### config.mk
export PLATFORM = sky130hd
export DESIGN_NAME = amb_front_flat
export DESIGN_NICKNAME = d
export VERILOG_FILES = /design/src/amb_pkg.sv /design/src/amb_if.sv /design/src/amb_front.sv /design/src/flat_wrapper.sv
export SDC_FILE = /design/constraint.sdc
export NUM_CORES = 1
export LEC_CHECK = 0
export BUFFER_PORTS_ARGS = -buffer_cell sky130_fd_sc_hd__buf_2
export CORE_MARGIN = 3
export CORE_UTILIZATION = 49
export CTS_BUF_LIST = sky130_fd_sc_hd__clkbuf_2
export DETAILED_ROUTE_END_ITERATION = 10
export PLACE_DENSITY = 0.78
export SLEW_MARGIN = 20
export SYNTH_ARGS = -nofsm -noshare
export SYNTH_HDL_FRONTEND = slang
export SYNTH_SLANG_ARGS = --single-unit
### constraint.sdc
create_clock -name i_clk -period 5.8 [get_ports i_clk]
set_input_delay 0.29 -clock i_clk [delete_from_list [all_inputs] [get_ports i_clk]]
set_output_delay 0.29 -clock i_clk [all_outputs]
set_load 0.01 [all_outputs]
### src/amb_pkg.sv
// Shared types and constants for the audio meter ballistics block.
package amb_pkg;

    localparam logic signed [15:0] SILENT    = 16'sh8000;
    localparam logic signed [15:0] LEVEL_MIN = -16'sd32767;

    // Divider operand widths.
    localparam int NUM_W = 42;
    localparam int DEN_W = 31;

    // The peak fall divides by 1000000 as a shift by 6 and a reciprocal of 15625.
    // With a 30-bit dividend, ceil(2^44 / 15625) gives the exact floor.
    localparam logic [30:0]      DECAY_RECIP = 31'd1125899907;
    localparam int               DECAY_SHIFT = 44;
    localparam logic [16:0]      MAG_SCALE  = 17'd100000;
    localparam logic [6:0]       MAG_GAIN   = 7'd99;
    localparam logic [9:0]       US_PER_MS  = 10'd1000;
    localparam logic [48:0]      IDLE_US    = 49'd500000;

    localparam logic [2:0] REG_FALL_RATE   = 3'd0;
    localparam logic [2:0] REG_MIN_LEVEL   = 3'd1;
    localparam logic [2:0] REG_INTEG_MS    = 3'd2;
    localparam logic [2:0] REG_HOLD_MS     = 3'd3;
    localparam logic [2:0] REG_IN_HOLD_MS  = 3'd4;

    typedef enum logic [1:0] {
        FUNC_SET   = 2'd0,
        FUNC_TICK  = 2'd1,
        FUNC_RESET = 2'd2,
        FUNC_NONE  = 2'd3
    } t_func;

    typedef struct packed {
        logic [15:0]        fall_rate;
        logic signed [15:0] minimum_level;
        logic [13:0]        integration_time_ms;
        logic [15:0]        hold_time_ms;
        logic [15:0]        input_hold_time_ms;
    } t_cfg;

    typedef struct packed {
        t_func              kind;
        logic [2:0]         ch;
        logic signed [15:0] mag;
        logic signed [15:0] peak;
        logic signed [15:0] ipeak;
        logic [47:0]        now;
        logic [19:0]        elapsed;
    } t_cmd;

    typedef enum logic [3:0] {
        B_IDLE,
        B_DMUL,
        B_DREC,
        B_CHAN,
        B_MMUL,
        B_MSCALE,
        B_MSTART,
        B_MWAIT,
        B_OUT
    } t_bstate;

endpackage

### src/amb_if.sv


interface amb_in_if;
    logic               valid;
    logic               ready;
    logic [1:0]         func;
    logic [2:0]         channel;
    logic signed [15:0] magnitude_in;
    logic signed [15:0] peak_in;
    logic signed [15:0] input_peak_in;
    logic [47:0]        now_time;
    logic [19:0]        elapsed_time;
    modport source (output valid, func, channel, magnitude_in, peak_in, input_peak_in,
                    now_time, elapsed_time, input ready);
    modport sink   (input valid, func, channel, magnitude_in, peak_in, input_peak_in,
                    now_time, elapsed_time, output ready);
endinterface


### src/amb_front.sv
// Front end: accepts input beats, classifies them and queues commands.
module amb_front (
    input  logic          i_clk,
    input  logic          i_rst_n,
    amb_in_if.sink        i_in,
    output amb_pkg::t_cmd o_cmd,
    output logic          o_cmd_valid,
    input  logic          i_cmd_pop
);
    import amb_pkg::*;

    t_cmd       r_q [2];
    logic       r_wp;
    logic       r_rp;
    logic [1:0] r_cnt;
    t_cmd       n_cmd;
    logic       push;

    function automatic logic signed [15:0] sat_level(input logic signed [15:0] x);
        return (x > 16'sd0) ? 16'sd0 : x;
    endfunction

    assign i_in.ready = (r_cnt != 2'd2);
    // Unused function codes are taken and dropped here.
    assign push = i_in.valid && i_in.ready && (t_func'(i_in.func) != FUNC_NONE);

    always_comb begin
        n_cmd.kind    = t_func'(i_in.func);
        n_cmd.ch      = i_in.channel;
        n_cmd.mag     = sat_level(i_in.magnitude_in);
        n_cmd.peak    = sat_level(i_in.peak_in);
        n_cmd.ipeak   = sat_level(i_in.input_peak_in);
        n_cmd.now     = i_in.now_time;
        n_cmd.elapsed = i_in.elapsed_time;
    end

    always_ff @(posedge i_clk) begin
        if (push) begin
            r_q[r_wp] <= n_cmd;
        end
    end

    always_ff @(posedge i_clk) begin
        if (!i_rst_n) begin
            r_wp  <= 1'b0;
            r_rp  <= 1'b0;
            r_cnt <= 2'd0;
        end else begin
            if (push) begin
                r_wp <= ~r_wp;
            end
            if (i_cmd_pop) begin
                r_rp <= ~r_rp;
            end
            case ({push, i_cmd_pop})
                2'b10:   r_cnt <= r_cnt + 2'd1;
                2'b01:   r_cnt <= r_cnt - 2'd1;
                default: r_cnt <= r_cnt;
            endcase
        end
    end

    assign o_cmd       = r_q[r_rp];
    assign o_cmd_valid = (r_cnt != 2'd0);

endmodule

### src/flat_wrapper.sv
// flat-port wrapper written by rule: the top's interface ports become plain ports
module amb_front_flat import amb_pkg::*;
  (i_clk, i_rst_n, o_cmd, o_cmd_valid, i_cmd_pop, i_in_valid, i_in_func, i_in_channel, i_in_magnitude_in, i_in_peak_in, i_in_input_peak_in, i_in_now_time, i_in_elapsed_time, i_in_ready);
  amb_in_if i_in_i ();
  input  logic i_clk;
  input  logic i_rst_n;
  output amb_pkg::t_cmd o_cmd;
  output logic o_cmd_valid;
  input  logic i_cmd_pop;
  input wire logic [$bits(i_in_i.valid)-1:0] i_in_valid;
  input wire logic [$bits(i_in_i.func)-1:0] i_in_func;
  input wire logic [$bits(i_in_i.channel)-1:0] i_in_channel;
  input wire logic [$bits(i_in_i.magnitude_in)-1:0] i_in_magnitude_in;
  input wire logic [$bits(i_in_i.peak_in)-1:0] i_in_peak_in;
  input wire logic [$bits(i_in_i.input_peak_in)-1:0] i_in_input_peak_in;
  input wire logic [$bits(i_in_i.now_time)-1:0] i_in_now_time;
  input wire logic [$bits(i_in_i.elapsed_time)-1:0] i_in_elapsed_time;
  output wire logic [$bits(i_in_i.ready)-1:0] i_in_ready;
  assign i_in_i.valid = i_in_valid;
  assign i_in_i.func = i_in_func;
  assign i_in_i.channel = i_in_channel;
  assign i_in_i.magnitude_in = i_in_magnitude_in;
  assign i_in_i.peak_in = i_in_peak_in;
  assign i_in_i.input_peak_in = i_in_input_peak_in;
  assign i_in_i.now_time = i_in_now_time;
  assign i_in_i.elapsed_time = i_in_elapsed_time;
  assign i_in_ready = i_in_i.ready;
  amb_front u_core (.i_clk(i_clk), .i_rst_n(i_rst_n), .i_in(i_in_i), .o_cmd(o_cmd), .o_cmd_valid(o_cmd_valid), .i_cmd_pop(i_cmd_pop));
endmodule
==> After elaboration in Yosys (flattened, before gate mapping) <==
Memory sizes are Yosys's and may differ from the RTL's. A register that Yosys moved wholly into a read port is not among the register bits.
Index checks and enable logic that the tools add are counted.
{ "totals": {"register_bits": 4, "ram_bits": 242, "input_bits": 125, "out_inout_bits": 123, "elab_cells": 27, "n_memories": 1} }
{ "mem_list": {"columns": ["memory", "words", "width", "read_ports", "rd_clocked_by_memory_dff", "wr", "line", "text"], "rows": [
  ["u_core.r_q", 2, 121, 1, 1, 1, "amb_front.sv:12", "t_cmd r_q [2];"]
]} }
{ "classes": {"add_sub_neg": 2, "magnitude_cmp": 3, "eq_ne": 4, "mux": 8, "n_bitwise": 2, "n_reduce_logical": 4} }
{ "ops": {"columns": ["operator", "count"], "rows": [
  ["greater-than comparator 16 x 1 -> 1 bit, second input constant", 3],
  ["2-to-1 mux 16 bit", 3],
  ["2-to-1 mux 1 bit", 4],
  ["!= test 2 bit, second input constant", 2],
  ["case mux 2 bit (2 select lines)", 1],
  ["nonzero test 2 bit", 2],
  ["adder 2 x 1 -> 2 bit, second input constant", 1],
  ["equality test 2 x 1 -> 1 bit, second input constant", 1],
  ["equality test 2 bit, second input constant", 1],
  ["logical AND 1 bit", 2],
  ["NOT 1 bit", 2],
  ["subtractor 2 x 1 -> 2 bit, second input constant", 1]
]} }

==> Depth between registers and ports, before layout <==
Gate-level depths: netlist of run 1.
{ "depth": {"ltp_word": 5, "ltp_mapped": 6, "mapped_depth_nobuf": 6} }

==> Worst setup path before layout of run 1 <==
No wires, ideal clock.
{ "synth_path": {"path_type": "register -> register", "start": "reg u_core.r_cnt[0]", "end": "mem u_core.r_q[0][0] in the netlist's numbering (enable)", "setup_time_ns": 0.603, "arrival_ns": 5.772, "t_required_ns": 5.197, "path_slack_ns": -0.575, "stages_incl_launch_ff": 4, "path_buffers": 0, "period_less_slack_ns": 6.375, "cell_sequence": "dfxtp_1 > nand2b_1 > nand3_1 > nor2_1"} }
{ "synth_between": {"elab_chain_len": 5} }
{ "synth_rtl": {"columns": ["element", "line", "text"], "rows": [
  ["start: declaration", "amb_front.sv:15", "logic [1:0] r_cnt;"],
  ["start signal: assignment", "amb_front.sv:56", "2'b10: r_cnt <= r_cnt + 2'd1;"],
  ["start signal: assignment", "amb_front.sv:57", "2'b01: r_cnt <= r_cnt - 2'd1;"],
  ["start signal: assignment", "amb_front.sv:58", "default: r_cnt <= r_cnt;"],
  ["!= test 2 bit", "amb_front.sv:23", "assign i_in.ready = (r_cnt != 2'd2);"],
  ["net i_in_ready", "flat_wrapper.sv:18", "output wire logic [$bits(i_in_i.ready)-1:0] i_in_ready;"],
  ["logical AND 1 bit (2 in a row)", "amb_front.sv:25", "assign push = i_in.valid && i_in.ready && (t_func'(i_in.func) != FUNC_NONE);"],
  ["2-to-1 mux 1 bit", "amb_front.sv:38", "if (push) begin"],
  ["2-to-1 mux 1 bit (not written as such)", "amb_front.sv:39", "r_q[r_wp] <= n_cmd;"],
  ["end: declaration", "amb_front.sv:12", null]
]} }
The timed path passes the listed nets, and every way through them passes these cells.

==> impl_metrics.csv, run 1 <==
group,metric,value,unit
run_status,status,"finished, final reports clean",
floorplan,num_rows,49,
clock_tree,cts_root_buf,"clkbuf_2",
floorplan,die_h,144,um
power_and_ir_drop,p_leak,4.94,nW
place,port_buffers,247,
finish,drive_gt1_share,52.2,%
sta,rsz0062_at_grt,"false",
detailed_routing,via_per_inst,4.95,
sta,hold_viol,0,
clock_tree,clk_latency,760,ps
sta,fin_crit_sh,57.0,%
synthesis,synth_top_area_cell,"edfxtp_1",
critical_path,cpPeakStageDelay,950,ps
detailed_routing,ant_nets,0,
global_route,track_usage,19.8,%
floorplan,die_x,144,um
detailed_routing,drc,0,
finish,fin_nets,1008,
place,place_congestion,0.744,
critical_path,crit_arrival,3020,ps
critical_path,path_max_fanout,68,
synthesis,async_flop_share,0,%
critical_path,crit_family,"flip-flops",
floorplan,io-pin-count,248,
sta,fmax,0.302,GHz
global_route,grt_pass1_wl,31200,um
global_route,grt_max_degree,71,
clock_tree,cts.sinks,247,
global_route,use_met2,35.3,%
clock_tree,htreeDepth,3,
synthesis,synth_edf_count,242,
global_route,use_met3,6.59,%
synthesis,synth_cells,452,
synthesis,synth_fp_nets,578,
sta,hold_slack,245,ps
critical_path,path_class,"reg -> out",
detailed_routing,drt_iter0_drc,238,
global_route,top_usage_layer,"met2",
clock_tree,ctsResizeCount,0,
synthesis,synth_top_area_share,78.3,%
synthesis,yosys_warnings,0,
sta,maxSlewHeadroom,36.9,%
sta,fin_skew,68.9,ps
finish,seqCellArea,7370,um^2
sta,finalSetupViolCount,0,
worst_hold_path,hold_path.class,"in -> reg",
synthesis,synth_cell_types,21,
global_route,use_met1,21.0,%
run,maxCapViolCount,0,
sta,fin_crit,3310,ps
detailed_routing,routedWlPerCell,18.0,um
synthesis,synth_ff_type,"edfxtp_1",
clock_tree,cts.clk_slew.worst_paths,110,ps
synthesis,ys_top_cells_by_area,"edfxtp_1 78%, mux2_2 15%, and2_1 3.2%, buf_6 1.1%, dfxtp_1 1.1%",
clock_tree,clk_path_buf_depth,3,
critical_path,crit_slowest_cell,"dfxtp_4",
sta,tightest_slew,947,ps
finish,fillers,1227,
finish,area.growth.synth_to_final,35.7,%
global_route,antenna_found_initial,1,
power_and_ir_drop,ir_worst_vdd,0.192,mV
synthesis,ys_seq_elements,247,
synthesis,syn_area,9280,um^2
critical_path,cp-end-kind,"primary output",
global_route,grt_pass1_vias,6247,
place,dp.final_hpwl,11800,um
critical_path,crit_buf_inv,2,
global_route,grt-ovfl-total,0,
critical_path,cp-start-kind,"flip-flop",
synthesis,yosysSeqAreaShare,79.4,%
detailed_routing,finalWirelength,20700,um
clock_tree,cts_tree,"yes",
synthesis,avgSynthCellArea,20.5,um^2
floorplan,core,18300,um^2
critical_path,required,5510,ps
floorplan,initial_core_util,50.8,%
detailed_routing,firstDrtPassIters,4,
sta,slew_viol_final,0,
detailed_routing,num_vias,5698,
synthesis,yosysMostFrequentCell,"edfxtp_1",
clock_tree,cts_buffers,66,
sta,worst_slack,2490,ps
critical_path,crit_chain,"buf_4 > mux2_2 > buf_2",
finish,multi_input_area,1780,um^2
synthesis,synth_common_cells,"242 x edfxtp_1, 121 x mux2_2, 48 x and2_1, 9 x buf_6, 6 x clkbuf_1",
floorplan,dieArea,20600,um^2
power_and_ir_drop,power.density,313,nW/um^2
place,dp_slack,3230,ps
==> what timing repair did <==
action                                  CTS  global route
endpoints found under the hold margin   247             1
hold buffers                            128             1
endpoints found under the setup margin    0             0
buffers inserted                          0             0
==> cell type report <==
class | count | area share (%)
Tap cell | 229 | 2.27
Sequential cell | 247 | 58.5
Timing Repair Buffer | 381 | 20.4
Clock buffer | 98 | 3.89
Multi-Input combinational cell | 185 | 14.1
Inverter | 1 | 0.0298
Clock inverter | 9 | 0.725
Antenna cell | 2 | 0.0397
==> cell families (layout without fill, tap and decap cells) <==
group           after synthesis  after routing  synth area share (%)
compound gates                2              2                 0.135
other cells                   0              2                     0
mux                         122            122                  14.8
buf+inv                      20            489                  1.62
fa+ha+maj                     1              1                 0.135
flops                       247            247                  79.4
simple gates                 57             57                  3.69
xor+xnor                      3              3                 0.283
==> state kept, by name, summed over array words and instances, names as in the netlist, named ones only <==
name and cells:
u_core.r_rp 1, u_core.r_wp 1, u_core.r_cnt 2, u_core.r_q 242
==> layer usage <==
metal / up-vias / wire [um]
li1: 2642 / -
met1: 2747 / 7640
met2: 253 / 10900
met3: 56 / 1410
met4: 0 / 728
met5: - / 0
==> per-stage QoR <==
| stage | area [um^2] | cells | total power, mW | utilization, % | setup TNS (ps) |
|---|---|---|---|---|---|
| 2_1_floorplan | 9280 | 452 | 2.52 | - | -139220 |
| 6_report | 12600 | 1152 | 3.94 | 68.9 | 0 |
| 3_3_place_gp | 10700 | 914 | 2.70 | 58.7 | 0 |
| 5_1_grt | 12600 | 1151 | 4.15 | 68.9 | 0 |
| 3_5_place_dp | 10700 | 914 | 2.72 | 58.7 | 0 |
| 4_1_cts | 12600 | 1149 | 3.98 | 68.9 | 0 |
==> path summary, 6_finish.rpt <==
check | depth (start not counted) | slack [ps] | endpoint | startpoint
worst max-delay path | 3 | 2490 | o_cmd[118] | flip-flop
worst min-delay path | 2 | 240 | u_core.r_q[0][5]$_DFFE_PP_ | i_in_elapsed_time[5]
worst max register to register | 4 | 3540 | u_core.r_q[1][60]$_DFFE_PP_ | u_core.r_cnt[0]$_SDFFE_PN0P_
worst min register to register | 2 | 530 | u_core.r_wp$_SDFFE_PN0P_ | u_core.r_wp$_SDFFE_PN0P_
==> layout by cell type, fill, tap and decap left out, drive strengths merged <==
cell type	synthesis	final
nor2	2	2
nand2	3	3
ha	1	1
and2	48	48
inv	1	3
clkbuf	6	98
bufinv	0	2
or2	1	1
dlygate4sd3	0	129
dfxtp	5	5
mux2i	1	1
diode	0	2
mux2	121	121
or3	1	1
o21ai	1	1
edfxtp	242	242
xor2	1	1
buf	13	252
nand3	1	1
nand2b	1	1
clkinv	0	4
clkinvlp	0	1
a21boi	1	1
xnor2	2	2
==> report_power, final <==
| group | total [mW] | switching, mW | internal [mW] | leakage (nW) |
|---|---|---|---|---|
| Sequential | 2.18 | 0.0540 | 2.12 | 2.30 |
| Clock | 1.19 | 0.657 | 0.531 | 0.453 |
| Combinational | 0.575 | 0.288 | 0.287 | 2.19 |
==> worst register-to-register path, cell delays in order (launching register included) <==
cell,delay (ps)
dfxtp_1,420
nand2b_1,180
nand3_1,290
nor2_4,190
buf_4,710
Power figures use the tool's default switching activity.
==> run 2: changes to the inputs <==
Settings changed: ABC_AREA from default to 1.
Clock period 5.8 ns to 2.8 ns, I/O delays scaled along.
==> run 2 against run 1 <==
Compared with the run above: via count increased by 13%; first-iteration DRC count increased by 30%; highest routed layer unchanged; sequential share of layout area decreased by 3.8 points; critical path type unchanged; utilization increased by 2.1 points; non-clock buffer count increased by 61; cell count increased by 15%; flip-flop and latch count unchanged.
==> impl_metrics.csv, run 2 <==
group,metric,value,unit
sta,fin_skew,86.2,ps
floorplan,io-pin-count,248,
detailed_routing,finalWirelength,22700,um
synthesis,synth_ff_type,"edfxtp_1",
finish,drive_gt1_share,43.9,%
synthesis,synth_fp_nets,680,
sta,maxSlewHeadroom,54.5,%
global_route,top_usage_layer,"met2",
worst_hold_path,hold_path.class,"in -> reg",
critical_path,path_max_fanout,28,
finish,fin_cells,1330,
run_status,status,"finished, final reports clean",
place,port_buffers,247,
global_route,use_met1,23.8,%
critical_path,reg2reg_to,"u_core.r_cnt[1]$_SDFFE_PN0P_",
synthesis,ys_seq_elements,247,
global_route,use_met2,37.2,%
place,dp.cells,1045,
detailed_routing,via_per_inst,4.83,
clock_tree,clk_latency,820,ps
synthesis,synth_cells,554,
sta,fin_crit,2480,ps
critical_path,required,2660,ps
sta,hold_viol,0,
global_route,grt_max_degree,123,
synthesis,ys_top_cells_by_area,"edfxtp_1 76%, mux2_2 14%, a21oi_1 2.1%, inv_1 2.0%, nor2_1 1.4%",
clock_tree,cts_tree,"yes",
synthesis,yosys_warnings,0,
finish,largest_reg_flops,242,
floorplan,die_x,146,um
critical_path,r2r_start,"u_core.r_cnt[1]$_SDFFE_PN0P_",
synthesis,avgSynthCellArea,17.3,um^2
detailed_routing,drt_iter0_drc,309,
floorplan,die_h,146,um
finish,fin_nets,1160,
floorplan,core,19000,um^2
global_route,use_met3,6.48,%
synthesis,async_flop_share,0,%
clock_tree,cts.clk_slew.worst_paths,120,ps
place,place_congestion,0.757,
detailed_routing,num_vias,6422,
run,maxCapViolCount,0,
synthesis,yosysSeqAreaShare,76.9,%
global_route,grt-ovfl-total,0,
sta,rsz0062_at_grt,"false",
floorplan,dieArea,21300,um^2
global_route,antenna_found_initial,1,
critical_path,r2r_slack,340,ps
sta,hold_slack,80.6,ps
sta,finalSetupViolCount,0,
finish,multi_input_area,1890,um^2
critical_path,crit_arrival,2340,ps
critical_path,endpoint,"o_cmd[41]",
finish,regMostFlops,"u_core.r_q",
synthesis,synth_cell_types,17,
global_route,track_usage,20.8,%
sta,fmax,0.403,GHz
finish,final_cell_mix,"247 x buf_2, 242 x edfxtp_1, 188 x dlygate4sd3_1",
critical_path,rr_worst_depth,8,
clock_tree,ctsResizeCount,0,
synthesis,synth_top_area_cell,"edfxtp_1",
detailed_routing,ant_nets,0,
sta,slew_viol_final,0,
detailed_routing,routedWlPerCell,17.1,um
finish,fillers,1222,
synthesis,syn_area,9580,um^2
clock_tree,cts_root_buf,"clkbuf_2",
global_route,grt_pass1_wl,35300,um
clock_tree,cts.sinks,247,
sta,tightest_slew,682,ps
finish,utilization,71.0,%
synthesis,synth_common_cells,"242 x edfxtp_1, 121 x mux2_2, 51 x inv_1, 40 x a21oi_1, 37 x nor2_1",
synthesis,yosysMostFrequentCell,"edfxtp_1",
clock_tree,clk_path_buf_depth,3,
critical_path,path_class,"reg -> out",
power_and_ir_drop,p_leak,5.42,nW
sta,worst_slack,317,ps
finish,reg.largest.list,"u_core.r_q: 242 flops, u_core.r_cnt: 2 flops",
finish,area.growth.synth_to_final,40.6,%
power_and_ir_drop,total_power,7.63,mW
synthesis,synth_top_area_share,75.9,%
finish,final_common_cell,"buf_2",
power_and_ir_drop,power.density,566,nW/um^2
floorplan,initial_core_util,50.5,%
critical_path,cp-start-kind,"flip-flop",
detailed_routing,drc,0,
global_route,grt_pass1_vias,6918,
clock_tree,cts_buffers,58,
synthesis,synth_edf_count,242,
power_and_ir_drop,ir_worst_vdd,0.366,mV
place,dp.final_hpwl,12200,um
detailed_routing,firstDrtPassIters,4,
floorplan,num_rows,50,
finish,seqCellArea,7370,um^2
sta,fin_crit_sh,88.7,%
clock_tree,htreeDepth,2,
critical_path,cp-end-kind,"primary output",
place,dp_slack,1030,ps
## run 2: cell count changes after synthesis, moves of 2 or more
cell,change
a21oi_1,+40
and2_1,-48
nor2_1,+35
nand2_1,+26
xnor2_1,-2
inv_1,+50
buf_2,+2
## run 2: kinds of logic (layout without fill, tap and decap cells)
family | Yosys count | count (layout) | share of synthesized area (%)
flip-flops | 247 | 247 | 76.9
multiplexers | 121 | 121 | 14.2
buffers and inverters | 73 | 588 | 3.71
AND/OR/NAND/NOR | 70 | 70 | 2.83
AO/OA/AOI/OAI | 42 | 42 | 2.21
adder cells (fa/ha/maj) | 1 | 1 | 0.131
other | 0 | 1 | 0
## run 2: how the worst min path moves through the flow
stage,startpoint,endpoint,slack (ps),cells past startpoint
after floorplan,i_in_elapsed_time[0],u_core.r_q[0][0]$_DFFE_PP_,240,0
final,i_in_now_time[6],u_core.r_q[0][26]$_DFFE_PP_,80,2
after detailed placement,i_in_elapsed_time[7],u_core.r_q[0][7]$_DFFE_PP_,330,1
after global placement,i_in_now_time[46],u_core.r_q[0][66]$_DFFE_PP_,330,1
after global routing,i_in_now_time[43],u_core.r_q[0][63]$_DFFE_PP_,0.5,2
after CTS,i_in_now_time[22],u_core.r_q[0][42]$_DFFE_PP_,0.6,2
## run 2: final cells by class
type | instances | share of cell area, %
sequential | 247 | 54.7
multi-input combinational | 234 | 14.1
clock buffer | 81 | 3.01
inverter | 51 | 1.42
tap | 260 | 2.42
clock inverter | 14 | 0.465
antenna | 1 | 0.0186
timing repair buffer | 442 | 23.9
## run 2: metrics by stage
stage / area [um^2] / setup TNS (ps)
2_1_floorplan: 9620 / -780
3_3_place_gp: 11100 / 0
3_5_place_dp: 11100 / 0
4_1_cts: 13400 / 0
5_1_grt: 13500 / 0
6_report: 13500 / 0
## run 2: routing by layer
layer / part of all wire (%) / wire [um]
met4: 2.5 / 564
met3: 7.8 / 1770
met2: 52 / 11900
met1: 37 / 8470
met5: 0 / 0
## run 2: repair_timing
item	CTS	global route
setup buffers	0	1
hold endpoints to repair	295	3
hold buffers	186	2
setup endpoints to repair	0	3
## run 2: worst max-delay path, cell delays in order (launching register included)
cell and delay (ps):
dfxtp_4 550, buf_4 410, mux2_2 400, buf_2 150
## run 2: report_power, final
group	switching (mW)	internal [mW]
clock	1.31	0.774
sequential	0.0666	4.33
combinational	0.571	0.581
total	1.94	5.68
